### config.mk
export PLATFORM = sky130hd
export DESIGN_NAME = bpa_ctrl
export DESIGN_NICKNAME = d
export VERILOG_FILES = /design/src/rtl/core/bpa_pkg.sv /design/src/rtl/core/bpa_ctrl.sv
export SDC_FILE = /design/constraint.sdc
export NUM_CORES = 1
export LEC_CHECK = 0
export ABC_AREA = 1
export BUFFER_PORTS_ARGS = -buffer_cell sky130_fd_sc_hd__buf_4
export CAP_MARGIN = 20
export CORE_MARGIN = 4
export CORE_UTILIZATION = 53
export DETAILED_ROUTE_END_ITERATION = 10
export PLACE_DENSITY_LB_ADDON = 0.3
export SETUP_SLACK_MARGIN = 0.4
export SLEW_MARGIN = 10
export SYNTH_ARGS = -nofsm -noshare
export SYNTH_HDL_FRONTEND = slang
export SYNTH_SLANG_ARGS = --single-unit
### constraint.sdc
create_clock -name i_clk -period 2.4 [get_ports i_clk]
set_clock_uncertainty 0.15 [all_clocks]
set_input_delay 0.48 -clock i_clk [delete_from_list [all_inputs] [get_ports i_clk]]
set_output_delay 0.48 -clock i_clk [all_outputs]
set_load 0.05 [all_outputs]
### src/rtl/core/bpa_pkg.sv
// Shared types and constants of the buddy page allocator.
// Used by bpa_ctrl, bpa_dp and buddy_page_allocator; depends on nothing.
package bpa_pkg;

    // Field widths of the stream payloads.
    localparam int SIZE_W      = 32;
    localparam int PAGE_W      = 10;
    localparam int STATUS_W    = 2;
    localparam int ORDER_W     = 4;
    localparam int IN_TDATA_W  = 48;
    localparam int OUT_TDATA_W = 16;

    // Request kinds.
    localparam logic REQ_ALLOC = 1'b0;
    localparam logic REQ_FREE  = 1'b1;

    // Result status codes.
    localparam logic [STATUS_W-1:0] ST_OK       = 2'd0;
    localparam logic [STATUS_W-1:0] ST_NO_BLOCK = 2'd1;
    localparam logic [STATUS_W-1:0] ST_USED     = 2'd2;
    localparam logic [STATUS_W-1:0] ST_DOUBLE   = 2'd3;

    // Datapath operations issued by the controller.
    localparam int OPW = 5;
    localparam logic [OPW-1:0] OP_NONE       = 5'd0;
    localparam logic [OPW-1:0] OP_CLR        = 5'd1;
    localparam logic [OPW-1:0] OP_LOAD       = 5'd2;
    localparam logic [OPW-1:0] OP_K_ORDER    = 5'd3;
    localparam logic [OPW-1:0] OP_K_INC      = 5'd4;
    localparam logic [OPW-1:0] OP_RD_FRONT   = 5'd5;
    localparam logic [OPW-1:0] OP_SPLIT_POP  = 5'd6;
    localparam logic [OPW-1:0] OP_PUSH_B     = 5'd7;
    localparam logic [OPW-1:0] OP_PUSH_BUDDY = 5'd8;
    localparam logic [OPW-1:0] OP_TAKE_CHK   = 5'd9;
    localparam logic [OPW-1:0] OP_TAKE       = 5'd10;
    localparam logic [OPW-1:0] OP_MARK       = 5'd11;
    localparam logic [OPW-1:0] OP_RD_USED    = 5'd12;
    localparam logic [OPW-1:0] OP_F_INIT     = 5'd13;
    localparam logic [OPW-1:0] OP_PUSH_P     = 5'd14;
    localparam logic [OPW-1:0] OP_FIND_INIT  = 5'd15;
    localparam logic [OPW-1:0] OP_RD_AT      = 5'd16;
    localparam logic [OPW-1:0] OP_I_INC      = 5'd17;
    localparam logic [OPW-1:0] OP_RD_NEXT    = 5'd18;
    localparam logic [OPW-1:0] OP_WR_AT      = 5'd19;
    localparam logic [OPW-1:0] OP_ERASE_FIN  = 5'd20;
    localparam logic [OPW-1:0] OP_SET_ST     = 5'd21;
    localparam logic [OPW-1:0] OP_EMIT       = 5'd22;

    typedef struct packed {
        logic [OPW-1:0]      op;
        logic [STATUS_W-1:0] st;
    } t_cmd;

    typedef struct packed {
        logic clr_last;
        logic req_free;
        logic cnt_zero;
        logic k_gt_max;
        logic k_ge_max;
        logic k_eq_order;
        logic used_hit;
        logic i_end;
        logic hit;
        logic e_end;
        logic mark_last;
        logic out_free;
    } t_flags;

endpackage

### src/rtl/core/bpa_ctrl.sv
// Sequencer of the buddy page allocator: one state machine issuing datapath operations.
// Depends on bpa_pkg for the command and flag structs and operation codes.
module bpa_ctrl (
    input  logic            i_clk,
    input  logic            i_rst_n,
    input  logic            i_s_tvalid,
    output logic            o_s_tready,
    input  bpa_pkg::t_flags i_flags,
    output bpa_pkg::t_cmd   o_cmd
);

    localparam logic [4:0] S_CLR     = 5'd0;
    localparam logic [4:0] S_IDLE    = 5'd1;
    localparam logic [4:0] S_DISP    = 5'd2;
    localparam logic [4:0] S_A1      = 5'd3;
    localparam logic [4:0] S_SCAN    = 5'd4;
    localparam logic [4:0] S_SPL_RD  = 5'd5;
    localparam logic [4:0] S_SPL_POP = 5'd6;
    localparam logic [4:0] S_PUSH_LO = 5'd7;
    localparam logic [4:0] S_PUSH_HI = 5'd8;
    localparam logic [4:0] S_TAKE0   = 5'd9;
    localparam logic [4:0] S_TAKE1   = 5'd10;
    localparam logic [4:0] S_TAKE2   = 5'd11;
    localparam logic [4:0] S_MARK    = 5'd12;
    localparam logic [4:0] S_F1      = 5'd13;
    localparam logic [4:0] S_F2      = 5'd14;
    localparam logic [4:0] S_F3      = 5'd15;
    localparam logic [4:0] S_F4      = 5'd16;
    localparam logic [4:0] S_E0      = 5'd17;
    localparam logic [4:0] S_E1      = 5'd18;
    localparam logic [4:0] S_DONE    = 5'd19;

    logic [4:0] r_state;
    logic [4:0] n_state;

    assign o_s_tready = (r_state == S_IDLE);

    always_comb begin
        n_state  = r_state;
        o_cmd.op = bpa_pkg::OP_NONE;
        o_cmd.st = bpa_pkg::ST_OK;
        case (r_state)
            S_CLR: begin
                o_cmd.op = bpa_pkg::OP_CLR;
                if (i_flags.clr_last) n_state = S_IDLE;
            end
            S_IDLE: begin
                if (i_s_tvalid) begin
                    o_cmd.op = bpa_pkg::OP_LOAD;
                    n_state  = S_DISP;
                end
            end
            S_DISP: begin
                if (i_flags.req_free) begin
                    o_cmd.op = bpa_pkg::OP_RD_USED;
                    n_state  = S_F1;
                end else begin
                    o_cmd.op = bpa_pkg::OP_K_ORDER;
                    n_state  = S_A1;
                end
            end
            S_A1: begin
                if (i_flags.cnt_zero) begin
                    o_cmd.op = bpa_pkg::OP_K_INC;
                    n_state  = S_SCAN;
                end else begin
                    n_state = S_TAKE0;
                end
            end
            S_SCAN: begin
                if (i_flags.k_gt_max) begin
                    o_cmd.op = bpa_pkg::OP_SET_ST;
                    o_cmd.st = bpa_pkg::ST_NO_BLOCK;
                    n_state  = S_DONE;
                end else if (i_flags.cnt_zero) begin
                    o_cmd.op = bpa_pkg::OP_K_INC;
                end else begin
                    o_cmd.op = bpa_pkg::OP_RD_FRONT;
                    n_state  = S_SPL_POP;
                end
            end
            S_SPL_RD: begin
                o_cmd.op = bpa_pkg::OP_RD_FRONT;
                n_state  = S_SPL_POP;
            end
            S_SPL_POP: begin
                o_cmd.op = bpa_pkg::OP_SPLIT_POP;
                n_state  = S_PUSH_LO;
            end
            S_PUSH_LO: begin
                o_cmd.op = bpa_pkg::OP_PUSH_B;
                n_state  = S_PUSH_HI;
            end
            S_PUSH_HI: begin
                o_cmd.op = bpa_pkg::OP_PUSH_BUDDY;
                n_state  = i_flags.k_eq_order ? S_TAKE0 : S_SPL_RD;
            end
            S_TAKE0: begin
                if (i_flags.cnt_zero) begin
                    o_cmd.op = bpa_pkg::OP_SET_ST;
                    o_cmd.st = bpa_pkg::ST_NO_BLOCK;
                    n_state  = S_DONE;
                end else begin
                    o_cmd.op = bpa_pkg::OP_RD_FRONT;
                    n_state  = S_TAKE1;
                end
            end
            S_TAKE1: begin
                o_cmd.op = bpa_pkg::OP_TAKE_CHK;
                n_state  = S_TAKE2;
            end
            S_TAKE2: begin
                if (i_flags.used_hit) begin
                    o_cmd.op = bpa_pkg::OP_SET_ST;
                    o_cmd.st = bpa_pkg::ST_USED;
                    n_state  = S_DONE;
                end else begin
                    o_cmd.op = bpa_pkg::OP_TAKE;
                    n_state  = S_MARK;
                end
            end
            S_MARK: begin
                o_cmd.op = bpa_pkg::OP_MARK;
                if (i_flags.mark_last) n_state = S_DONE;
            end
            S_F1: begin
                if (!i_flags.used_hit) begin
                    o_cmd.op = bpa_pkg::OP_SET_ST;
                    o_cmd.st = bpa_pkg::ST_DOUBLE;
                    n_state  = S_DONE;
                end else begin
                    o_cmd.op = bpa_pkg::OP_F_INIT;
                    n_state  = S_F2;
                end
            end
            S_F2: begin
                if (i_flags.k_ge_max) begin
                    o_cmd.op = bpa_pkg::OP_PUSH_P;
                    n_state  = S_MARK;
                end else begin
                    o_cmd.op = bpa_pkg::OP_FIND_INIT;
                    n_state  = S_F3;
                end
            end
            S_F3: begin
                if (i_flags.i_end) begin
                    o_cmd.op = bpa_pkg::OP_PUSH_P;
                    n_state  = S_MARK;
                end else begin
                    o_cmd.op = bpa_pkg::OP_RD_AT;
                    n_state  = S_F4;
                end
            end
            S_F4: begin
                if (i_flags.hit) begin
                    n_state = S_E0;
                end else begin
                    o_cmd.op = bpa_pkg::OP_I_INC;
                    n_state  = S_F3;
                end
            end
            S_E0: begin
                if (i_flags.e_end) begin
                    o_cmd.op = bpa_pkg::OP_ERASE_FIN;
                    n_state  = S_F2;
                end else begin
                    o_cmd.op = bpa_pkg::OP_RD_NEXT;
                    n_state  = S_E1;
                end
            end
            S_E1: begin
                o_cmd.op = bpa_pkg::OP_WR_AT;
                n_state  = S_E0;
            end
            S_DONE: begin
                if (i_flags.out_free) begin
                    o_cmd.op = bpa_pkg::OP_EMIT;
                    n_state  = S_IDLE;
                end
            end
            default: begin
                n_state = S_IDLE;
            end
        endcase
    end

    always_ff @(posedge i_clk) begin
        if (!i_rst_n) begin
            r_state <= S_CLR;
        end else begin
            r_state <= n_state;
        end
    end

endmodule

==> results of run 1 <==
[logic make-up after synthesis]
group / after synthesis / synth area share, %
AO/OA/AOI/OAI: 14 / 10.2
buffers and inverters: 34 / 14.9
flip-flops: 5 / 10.7
AND/OR/NAND/NOR: 125 / 64.3
[Yosys cell counts (3+ instances only)]
cell type / n / area, µm²
sky130_fd_sc_hd__nand4_1: 12 / 75.1
sky130_fd_sc_hd__nand2_1: 46 / 173
sky130_fd_sc_hd__nor2_1: 23 / 86.3
sky130_fd_sc_hd__inv_2: 8 / 30.0
sky130_fd_sc_hd__dfxtp_1: 5 / 100
sky130_fd_sc_hd__nand2_2: 3 / 18.8
sky130_fd_sc_hd__nand3_2: 4 / 40.0
sky130_fd_sc_hd__nor2_2: 5 / 31.3
sky130_fd_sc_hd__inv_1: 21 / 78.8
sky130_fd_sc_hd__a21oi_1: 3 / 15.0
sky130_fd_sc_hd__nand3_1: 26 / 130
[through the flow]
step | hold slack (ns) | cells
detailed placement | 0.565 | 214
floorplan | 0.428 | 178
global placement | 0.556 | 214
==> run metrics, run 1 <==
run status=did not finish; terminating stage of the flow=clock tree synthesis; error that halted the flow=[ERROR DPL-0038] Utilization greater than 100%, impossible to legalize; number of nets in the synthesized netlist=193; CTS Buf Count=3; I/O pin count=23; sequential fraction of the synthesis area=10.7%; placed standard-cell area=1200 µm²; dominant register cell in the synthesized netlist=sky130_fd_sc_hd__dfxtp_1; Rows=14; post-place setup slack=0.155 ns; detailed placer's ending HPWL=2.59 mm; synthesized instance count=178; number of storage elements in the synthesis netlist=5; EDFF count, synth=0; CTS Hold Bufs=0; GP Congestion=1.00; vertical die dimension=50.0 µm; level count of the clock H-tree=1; Synth Warn #=0; Port-buffer cells=22; library cells used by synthesis=28; netlist area before placement=935 µm²; starting density of the core=59.3%; Synth Area per Inst=5.25 µm²; die width=50.0 µm; async set or reset register ratio after synthesis=0%; CTS sink cnt=5; Post-CTS Resized=49; master cell of the clock root buffer=sky130_fd_sc_hd__clkbuf_4; Longest Clk Path Bufs=2; number of buffers inserted by post-CTS setup repair=23
==> inputs of run 2 (changes only) <==
- CORE_AREA: default -> 4 4 65 67
- CORE_MARGIN: 4 -> default
- CORE_UTILIZATION: 53 -> default
- DIE_AREA: default -> 0 0 69 71
- PLACE_DENSITY_LB_ADDON: 0.3 -> 0.15
- SETUP_SLACK_MARGIN: 0.4 -> default
==> run 2 against run 1 <==
The run now ends clean. Synthesized cell count did not move. Area after synthesis stayed put.
==> run metrics, run 2 <==
worst slew pin tran=0.283 ns; dominant register cell in the synthesized netlist=sky130_fd_sc_hd__dfxtp_1 (unchanged); most frequent cells in the layout=sky130_fd_sc_hd__nand2_1 (45), sky130_fd_sc_hd__buf_4 (34), sky130_fd_sc_hd__nand3_1 (24); total congestion overflow=0; wire length of the first global-routing pass=5.62 mm; cell with the biggest individual delay on the critical path=sky130_fd_sc_hd__dfxtp_2; clock period minus worst slack=2.32 ns; maximum fanout encountered on the critical timing path=7; synthesized instance count=178 (unchanged); iteration count of the initial detailed-routing pass=4; insertion delay of the later-clocked pin in the worst-skew pair=0.22 ns; placed standard-cell area=1210 µm² (was 1200 µm²); post-place setup slack=0.182 ns (was 0.155 ns); Synth Warn #=0 (unchanged); Avg Vias per Cell=4.84; CTS Buf Count=3 (unchanged); EDFF count, synth=0 (unchanged); most frequent standard cell in the layout excluding fill and tap cells=sky130_fd_sc_hd__nand2_1; delay-heaviest family, CP=simple AND/OR/NAND/NOR gates; peak-usage layer in the global routing report=met2; pin count of the biggest net entering global routing=13; number of antenna-violating nets in the routed design=0; detailed placer's ending HPWL=2.82 mm (was 2.59 mm); maximum frequency from static timing analysis=431 MHz; GP Congestion=0.915 (was 1.00); async set or reset register ratio after synthesis=0% (unchanged); fraction of met3 tracks used by global routing=1.28%; combined global-route utilization of all metal layers=13.8%; sequential fraction of the synthesis area=10.7% (unchanged); fraction of power consumed by sequential logic=13.4%; classification of the worst-slack hold path=in -> reg; Worst path max stage delay=0.48 ns; TritonCTS clock tree=done; master cell of the clock root buffer=sky130_fd_sc_hd__clkbuf_8 (was sky130_fd_sc_hd__clkbuf_4); max-capacitance violation count=0; count of fill cells added during filler insertion=411; CTS sink cnt=5 (unchanged); number of nets in the synthesized netlist=193 (unchanged); Largest register FFs=5; count of antenna diodes in the layout=0; share of the core filled with cells=36.0%; internal portion of total power=0.573 mW; largest reg by FF count=r_state; Port-buffer cells=22 (unchanged); relative contribution of combinational cells to total power=74.8%; switching share of total power=55.7%; total via count in the routed design=1264; post-synthesis cell type with the largest combined area=sky130_fd_sc_hd__nand2_1 (unchanged); area inside the core boundary=3630 µm²; Rows=22 (was 14); Critical Path Start Type=flip-flop; most numerous cell types in the synthesized netlist=sky130_fd_sc_hd__nand2_1 (46), sky130_fd_sc_hd__nand3_1 (26), sky130_fd_sc_hd__nor2_1 (23), sky130_fd_sc_hd__inv_1 (21), sky130_fd_sc_hd__nand4_1 (12) (unchanged); maximum resistive drop on vdd=0.435 mV; Synth Area per Inst=5.25 µm² (unchanged); die width=69 µm (was 50.0 µm); Yosys top cell area share=18.5% (unchanged); run status=finished clean (was did not finish); sort of element at the end of the critical path=output port; power per standard cell area=990 nW/µm²; library cells used by synthesis=28 (unchanged); PnR Total Power=1.30 mW; setup-violating endpoint count in the final report=0; type of the setup path with the least slack=reg -> out; 1st-iter DRT viols=92; Worst Hold Slack=0.329 ns; fin crit share=96.6%; level count of the clock H-tree=1 (unchanged); Final #Nets=229; Data arrival, critical path=1.69 ns; netlist area before placement=935 µm² (unchanged); fraction of final layout cells sized beyond drive strength 1=33.8%; CP bufs+invs=3; power share of the clock group=11.9%; hold violation total from the final report=0; top-count cell post-synth=sky130_fd_sc_hd__nand2_1 (unchanged); number of antenna violations at the first check in global routing=0; Total Wirelength=3.37 mm; top area cells in the synthesized netlist=sky130_fd_sc_hd__nand2_1 (18%), sky130_fd_sc_hd__nand3_1 (14%), sky130_fd_sc_hd__dfxtp_1 (11%) (unchanged); number of storage elements in the synthesis netlist=5 (unchanged); Final Cell Area=1310 µm²; met2 track utilization from global routing=23.2%; headroom to the max-slew limit=81.1%; met1 Track Usage GR=18.3%; sequence of cells on the critical path=nor2_4 -> buf_4 -> nand4_1 -> inv_1 -> nor3_1 -> nand4_1 -> buf_4; floorplan die area=4900 µm²; routed length per instance=12.9 µm; I/O pin count=23 (unchanged); leakage dissipation=0.786 nW; vias in the first global route=1192; clock-pin transition on the worst setup and hold timing paths=0.04 ns; switching power total=0.722 mW; Area growth, synth to finish=40.0%; Critical Path RT=1.77 ns; RSZ-0062 raised after global routing=true; Longest Clk Path Bufs=2 (unchanged); worst-case setup margin in the final layout=0.0812 ns; starting density of the core=25.7% (was 59.3%); count of unresolved DRC violations after routing=0; vertical die dimension=71 µm (was 50.0 µm); Regs by FF count=r_state (5); pins over their slew limit=0
-- run 2: cell families (layout without fill, tap and decap cells) --
family	after synthesis	count (layout)	synth area share, %
buffers and inverters	34	69	14.9
DFF	5	5	10.7
AOI/OAI and AO/OA	14	14	10.2
and+or+nand+nor	125	125	64.3
-- run 2: metrics by stage --
step | setup TNS [ns] | cells
finish | 0 | 261
global placement | 0 | 253
CTS | 0 | 257
detailed placement | 0 | 253
global route | -0.0248 | 261
floorplan | 0 | 178
-- run 2: tightest hold or removal path, cell delays in order --
cell,delay (ns)
sky130_fd_sc_hd__buf_4,0.09
sky130_fd_sc_hd__nand2_1,0.05
sky130_fd_sc_hd__inv_1,0.05
-- run 2: worst paths after layout --
kind                                              start                       to  slack (ns)  depth (start not counted)
worst max-delay path            r_state[1]$_SDFFE_PN0P_                 o_cmd[2]        0.08                          7
worst max register to register  r_state[0]$_SDFFE_PN0P_  r_state[0]$_SDFFE_PN0P_        0.67                         10
worst min-delay path                            i_rst_n  r_state[3]$_SDFFE_PN0P_        0.33                          3
worst min register to register  r_state[2]$_SDFFE_PN0P_  r_state[2]$_SDFFE_PN0P_        0.51                          3
-- run 2: what timing repair did --
item	in CTS	in global routing
setup endpoints to repair	4	5
resized for setup	3	5
hold buffers	0	0
pin swaps	0	1
setup buffers	0	4
-- run 2: power by group through the flow --
stage                     logic [mW]  clock network (mW)  registers, mW
after floorplan                0.638                   0          0.146
after global placement         0.912                   0          0.171
after detailed placement       0.891                   0          0.167
after CTS                      0.895               0.159          0.169
after global routing            1.06               0.163          0.175
final                          0.969               0.154          0.173
-- run 2: layer usage --
metal	wire, µm	vias to the layer above	share of wire, %
met5	0	-	0
met4	88	0	2.6
met3	121	9	3.6
met2	1550	47	46
met1	1610	545	48
li1	-	663	-
-- run 2: final cells by class --
type                            count  area, µm²  share of cell area (%)
Timing Repair Buffer               34        255                    19.5
Sequential cell                     5        105                    8.03
Inverter                           31        128                    9.75
Clock buffer                        3       41.3                    3.15
Clock inverter                      1       5.00                   0.382
Multi-Input combinational cell    139        714                    54.6
Tap cell                           48       60.1                    4.59
No activity file was read; power rests on OpenSTA's default activity.
==> inputs of run 3 (changes only) <==
- BUFFER_PORTS_ARGS: -buffer_cell sky130_fd_sc_hd__buf_4 -> -buffer_cell sky130_fd_sc_hd__buf_2
==> run 3 against run 2 <==
Total power fell by 3.1%. Maximum frequency increased by 0.10%. Sequential power is 5% higher. Cell count is 1.9% lower. Clock power rose by 3%. Global-route usage grew 0.18 points. Via count grew 2.5%. Routed wire length increased by 4.9%. Sequential cell count is the same. Critical path depth down 1. Cell area shrank 4.6%. Critical path type unchanged. Largest cell class unchanged.
==> run metrics, run 3 (same netlist as run 2, synthesis figures left out) <==
Rows=22 (unchanged); number of antenna-violating nets in the routed design=0 (unchanged); Total Wirelength=3.53 mm (was 3.37 mm); Data arrival, critical path=1.69 ns (about the same); Largest register FFs=5 (unchanged); largest reg by FF count=r_state (unchanged); fraction of power consumed by sequential logic=14.4% (was 13.4%); hold violation total from the final report=0 (unchanged); master cell of the clock root buffer=sky130_fd_sc_hd__clkbuf_8 (unchanged); vias in the first global route=1162 (was 1192); setup-violating endpoint count in the final report=0 (unchanged); count of antenna diodes in the layout=0 (unchanged); Longest Clk Path Bufs=2 (unchanged); GP Congestion=0.970 (was 0.915); Detail Route met2 WL=1.66 mm (was 1.55 mm); CTS Buf Count=3 (unchanged); vertical die dimension=71 µm (unchanged); most frequent standard cell in the layout excluding fill and tap cells=sky130_fd_sc_hd__nand2_1 (unchanged); leakage dissipation=0.751 nW (was 0.786 nW); total congestion overflow=0 (unchanged); Critical Path Start Type=flip-flop (unchanged); count of non-filler cells in the finished layout=256 (was 261); clock-pin transition on the worst setup and hold timing paths=0.03 ns (was 0.04 ns); count of fill cells added during filler insertion=444 (was 411); Avg Vias per Cell=5.06 (was 4.84); placed cells=250 (was 253); fin crit share=96.5% (was 96.6%); met3 wire len=254 µm (was 121 µm); CTS sink cnt=5 (unchanged); insertion delay of the later-clocked pin in the worst-skew pair=0.23 ns (was 0.22 ns); RSZ-0062 raised after global routing=true (unchanged); fraction of final layout cells sized beyond drive strength 1=33.2% (was 33.8%); area inside the core boundary=3630 µm² (unchanged); iteration count of the initial detailed-routing pass=4 (unchanged); worst slew pin tran=0.297 ns (was 0.283 ns); Area growth, synth to finish=33.6% (was 40.0%); maximum fanout encountered on the critical timing path=9 (was 7); routed metal-1 wirelength=1.53 mm (was 1.61 mm); sort of element at the end of the critical path=output port (unchanged); max-capacitance violation count=0 (unchanged); starting density of the core=25.7% (unchanged); routed length per instance=13.8 µm (was 12.9 µm); pin count of the biggest net entering global routing=10 (was 13); 1st-iter DRT viols=135 (was 92); wire length of the first global-routing pass=5.54 mm (was 5.62 mm); floorplan die area=4900 µm² (unchanged); most frequent cells in the layout=sky130_fd_sc_hd__nand2_1 (44), sky130_fd_sc_hd__nand3_1 (25), sky130_fd_sc_hd__nor2_1 (22) (was sky130_fd_sc_hd__nand2_1 (45), sky130_fd_sc_hd__buf_4 (34), sky130_fd_sc_hd__nand3_1 (24)); headroom to the max-slew limit=80.1% (was 81.1%); die width=69 µm (unchanged); Highest Signal Layer=met4 (unchanged); power per standard cell area=1010 nW/µm² (was 990 nW/µm²); relative contribution of combinational cells to total power=73.0% (was 74.8%); level count of the clock H-tree=1 (unchanged); Final #Nets=224 (was 229); Critical Path RT=1.77 ns (about the same); Regs by FF count=r_state (5) (unchanged); run status=finished clean (unchanged); clock period minus worst slack=2.32 ns (about the same); Port-buffer cells=22 (unchanged); combined global-route utilization of all metal layers=14.0% (was 13.8%); power share of the clock group=12.6% (was 11.9%); detailed placer's ending HPWL=2.87 mm (was 2.82 mm); switching share of total power=58.2% (was 55.7%); number of antenna violations at the first check in global routing=0 (unchanged); maximum frequency from static timing analysis=432 MHz (was 431 MHz); classification of the worst-slack hold path=in -> reg (unchanged); I/O pin count=23 (unchanged); total via count in the routed design=1295 (was 1264); internal portion of total power=0.525 mW (was 0.573 mW); pins over their slew limit=0 (unchanged); post-route setup TNS=0 ns (unchanged); type of the setup path with the least slack=reg -> out (unchanged); TritonCTS clock tree=done (unchanged); switching power total=0.731 mW (was 0.722 mW); count of unresolved DRC violations after routing=0 (unchanged); maximum resistive drop on vdd=0.335 mV (was 0.435 mV)
run 3: changes by cell type in the layout (fill, tap and decap cells not counted), sizes merged:
| cell | before | now |
|---|---|---|
| inv | 29 | 28 |
| clkbuf | 3 | 7 |
| buf | 34 | 26 |
run 3: path summary, 6_finish.rpt:
check	startpoint	to	slack, ns	depth (start not counted)
worst max-delay path	r_state[2]$_SDFFE_PN0P_	o_cmd[3]	0.08	6
worst min-delay path	i_rst_n	r_state[3]$_SDFFE_PN0P_	0.34	3
worst max register to register	r_state[0]$_SDFFE_PN0P_	r_state[0]$_SDFFE_PN0P_	0.70	10
worst min register to register	r_state[2]$_SDFFE_PN0P_	r_state[2]$_SDFFE_PN0P_	0.56	3
run 3: final cells by class:
class | instances | area, µm² | share of cell area [%]
inverters | 31 | 123 | 9.82
multi-input cells | 139 | 734 | 58.8
repair buffers | 29 | 175 | 14.0
clock buffers | 4 | 45.0 | 3.61
flip-flops and latches | 5 | 111 | 8.92
well taps | 48 | 60.1 | 4.81
run 3: critical path, cell delays in order (launching register included):
cell and delay, ns:
sky130_fd_sc_hd__dfxtp_4 0.38, sky130_fd_sc_hd__nor2_4 0.22, sky130_fd_sc_hd__buf_4 0.18, sky130_fd_sc_hd__nand4_1 0.19, sky130_fd_sc_hd__o2111a_1 0.22, sky130_fd_sc_hd__nand3_2 0.05
sky130_fd_sc_hd__clkbuf_4 0.22
run 3: what timing repair did:
action	in CTS	in global routing
setup endpoints to repair	5	6
pin swaps	0	1
resized for setup	7	13
hold buffers	0	0
buffers inserted	0	2
run 3: metal layers:
metal  global-route usage (%)  up-vias
met5                        0        -
met1                     18.2      579
li1                         -      647
met3                     1.70       11
met2                     22.9       58
met4                     6.94        0
run 3: stage by stage:
stage / hold slack, ns / setup slack [ns] / util [%] / total power, mW / area [µm²]
finish: 0.337 / 0.0836 / 34.4 / 1.26 / 1250
global route: 0.354 / -0.00753 / 34.4 / 1.34 / 1250
CTS: 0.342 / 0.00522 / 33.0 / 1.19 / 1200
detailed placement: 0.575 / 0.0979 / 31.2 / 1.00 / 1130
global placement: 0.562 / 0.0712 / 31.2 / 1.03 / 1130
floorplan: 0.428 / 0.0772 / - / 0.784 / 946
run 3: power by group through the flow:
stage | sequential, mW | combinational [mW] | clock [mW]
after global placement | 0.167 | 0.860 | 0
final | 0.181 | 0.917 | 0.158
after floorplan | 0.146 | 0.638 | 0
after global routing | 0.186 | 0.986 | 0.167
after detailed placement | 0.166 | 0.839 | 0
after CTS | 0.172 | 0.851 | 0.162
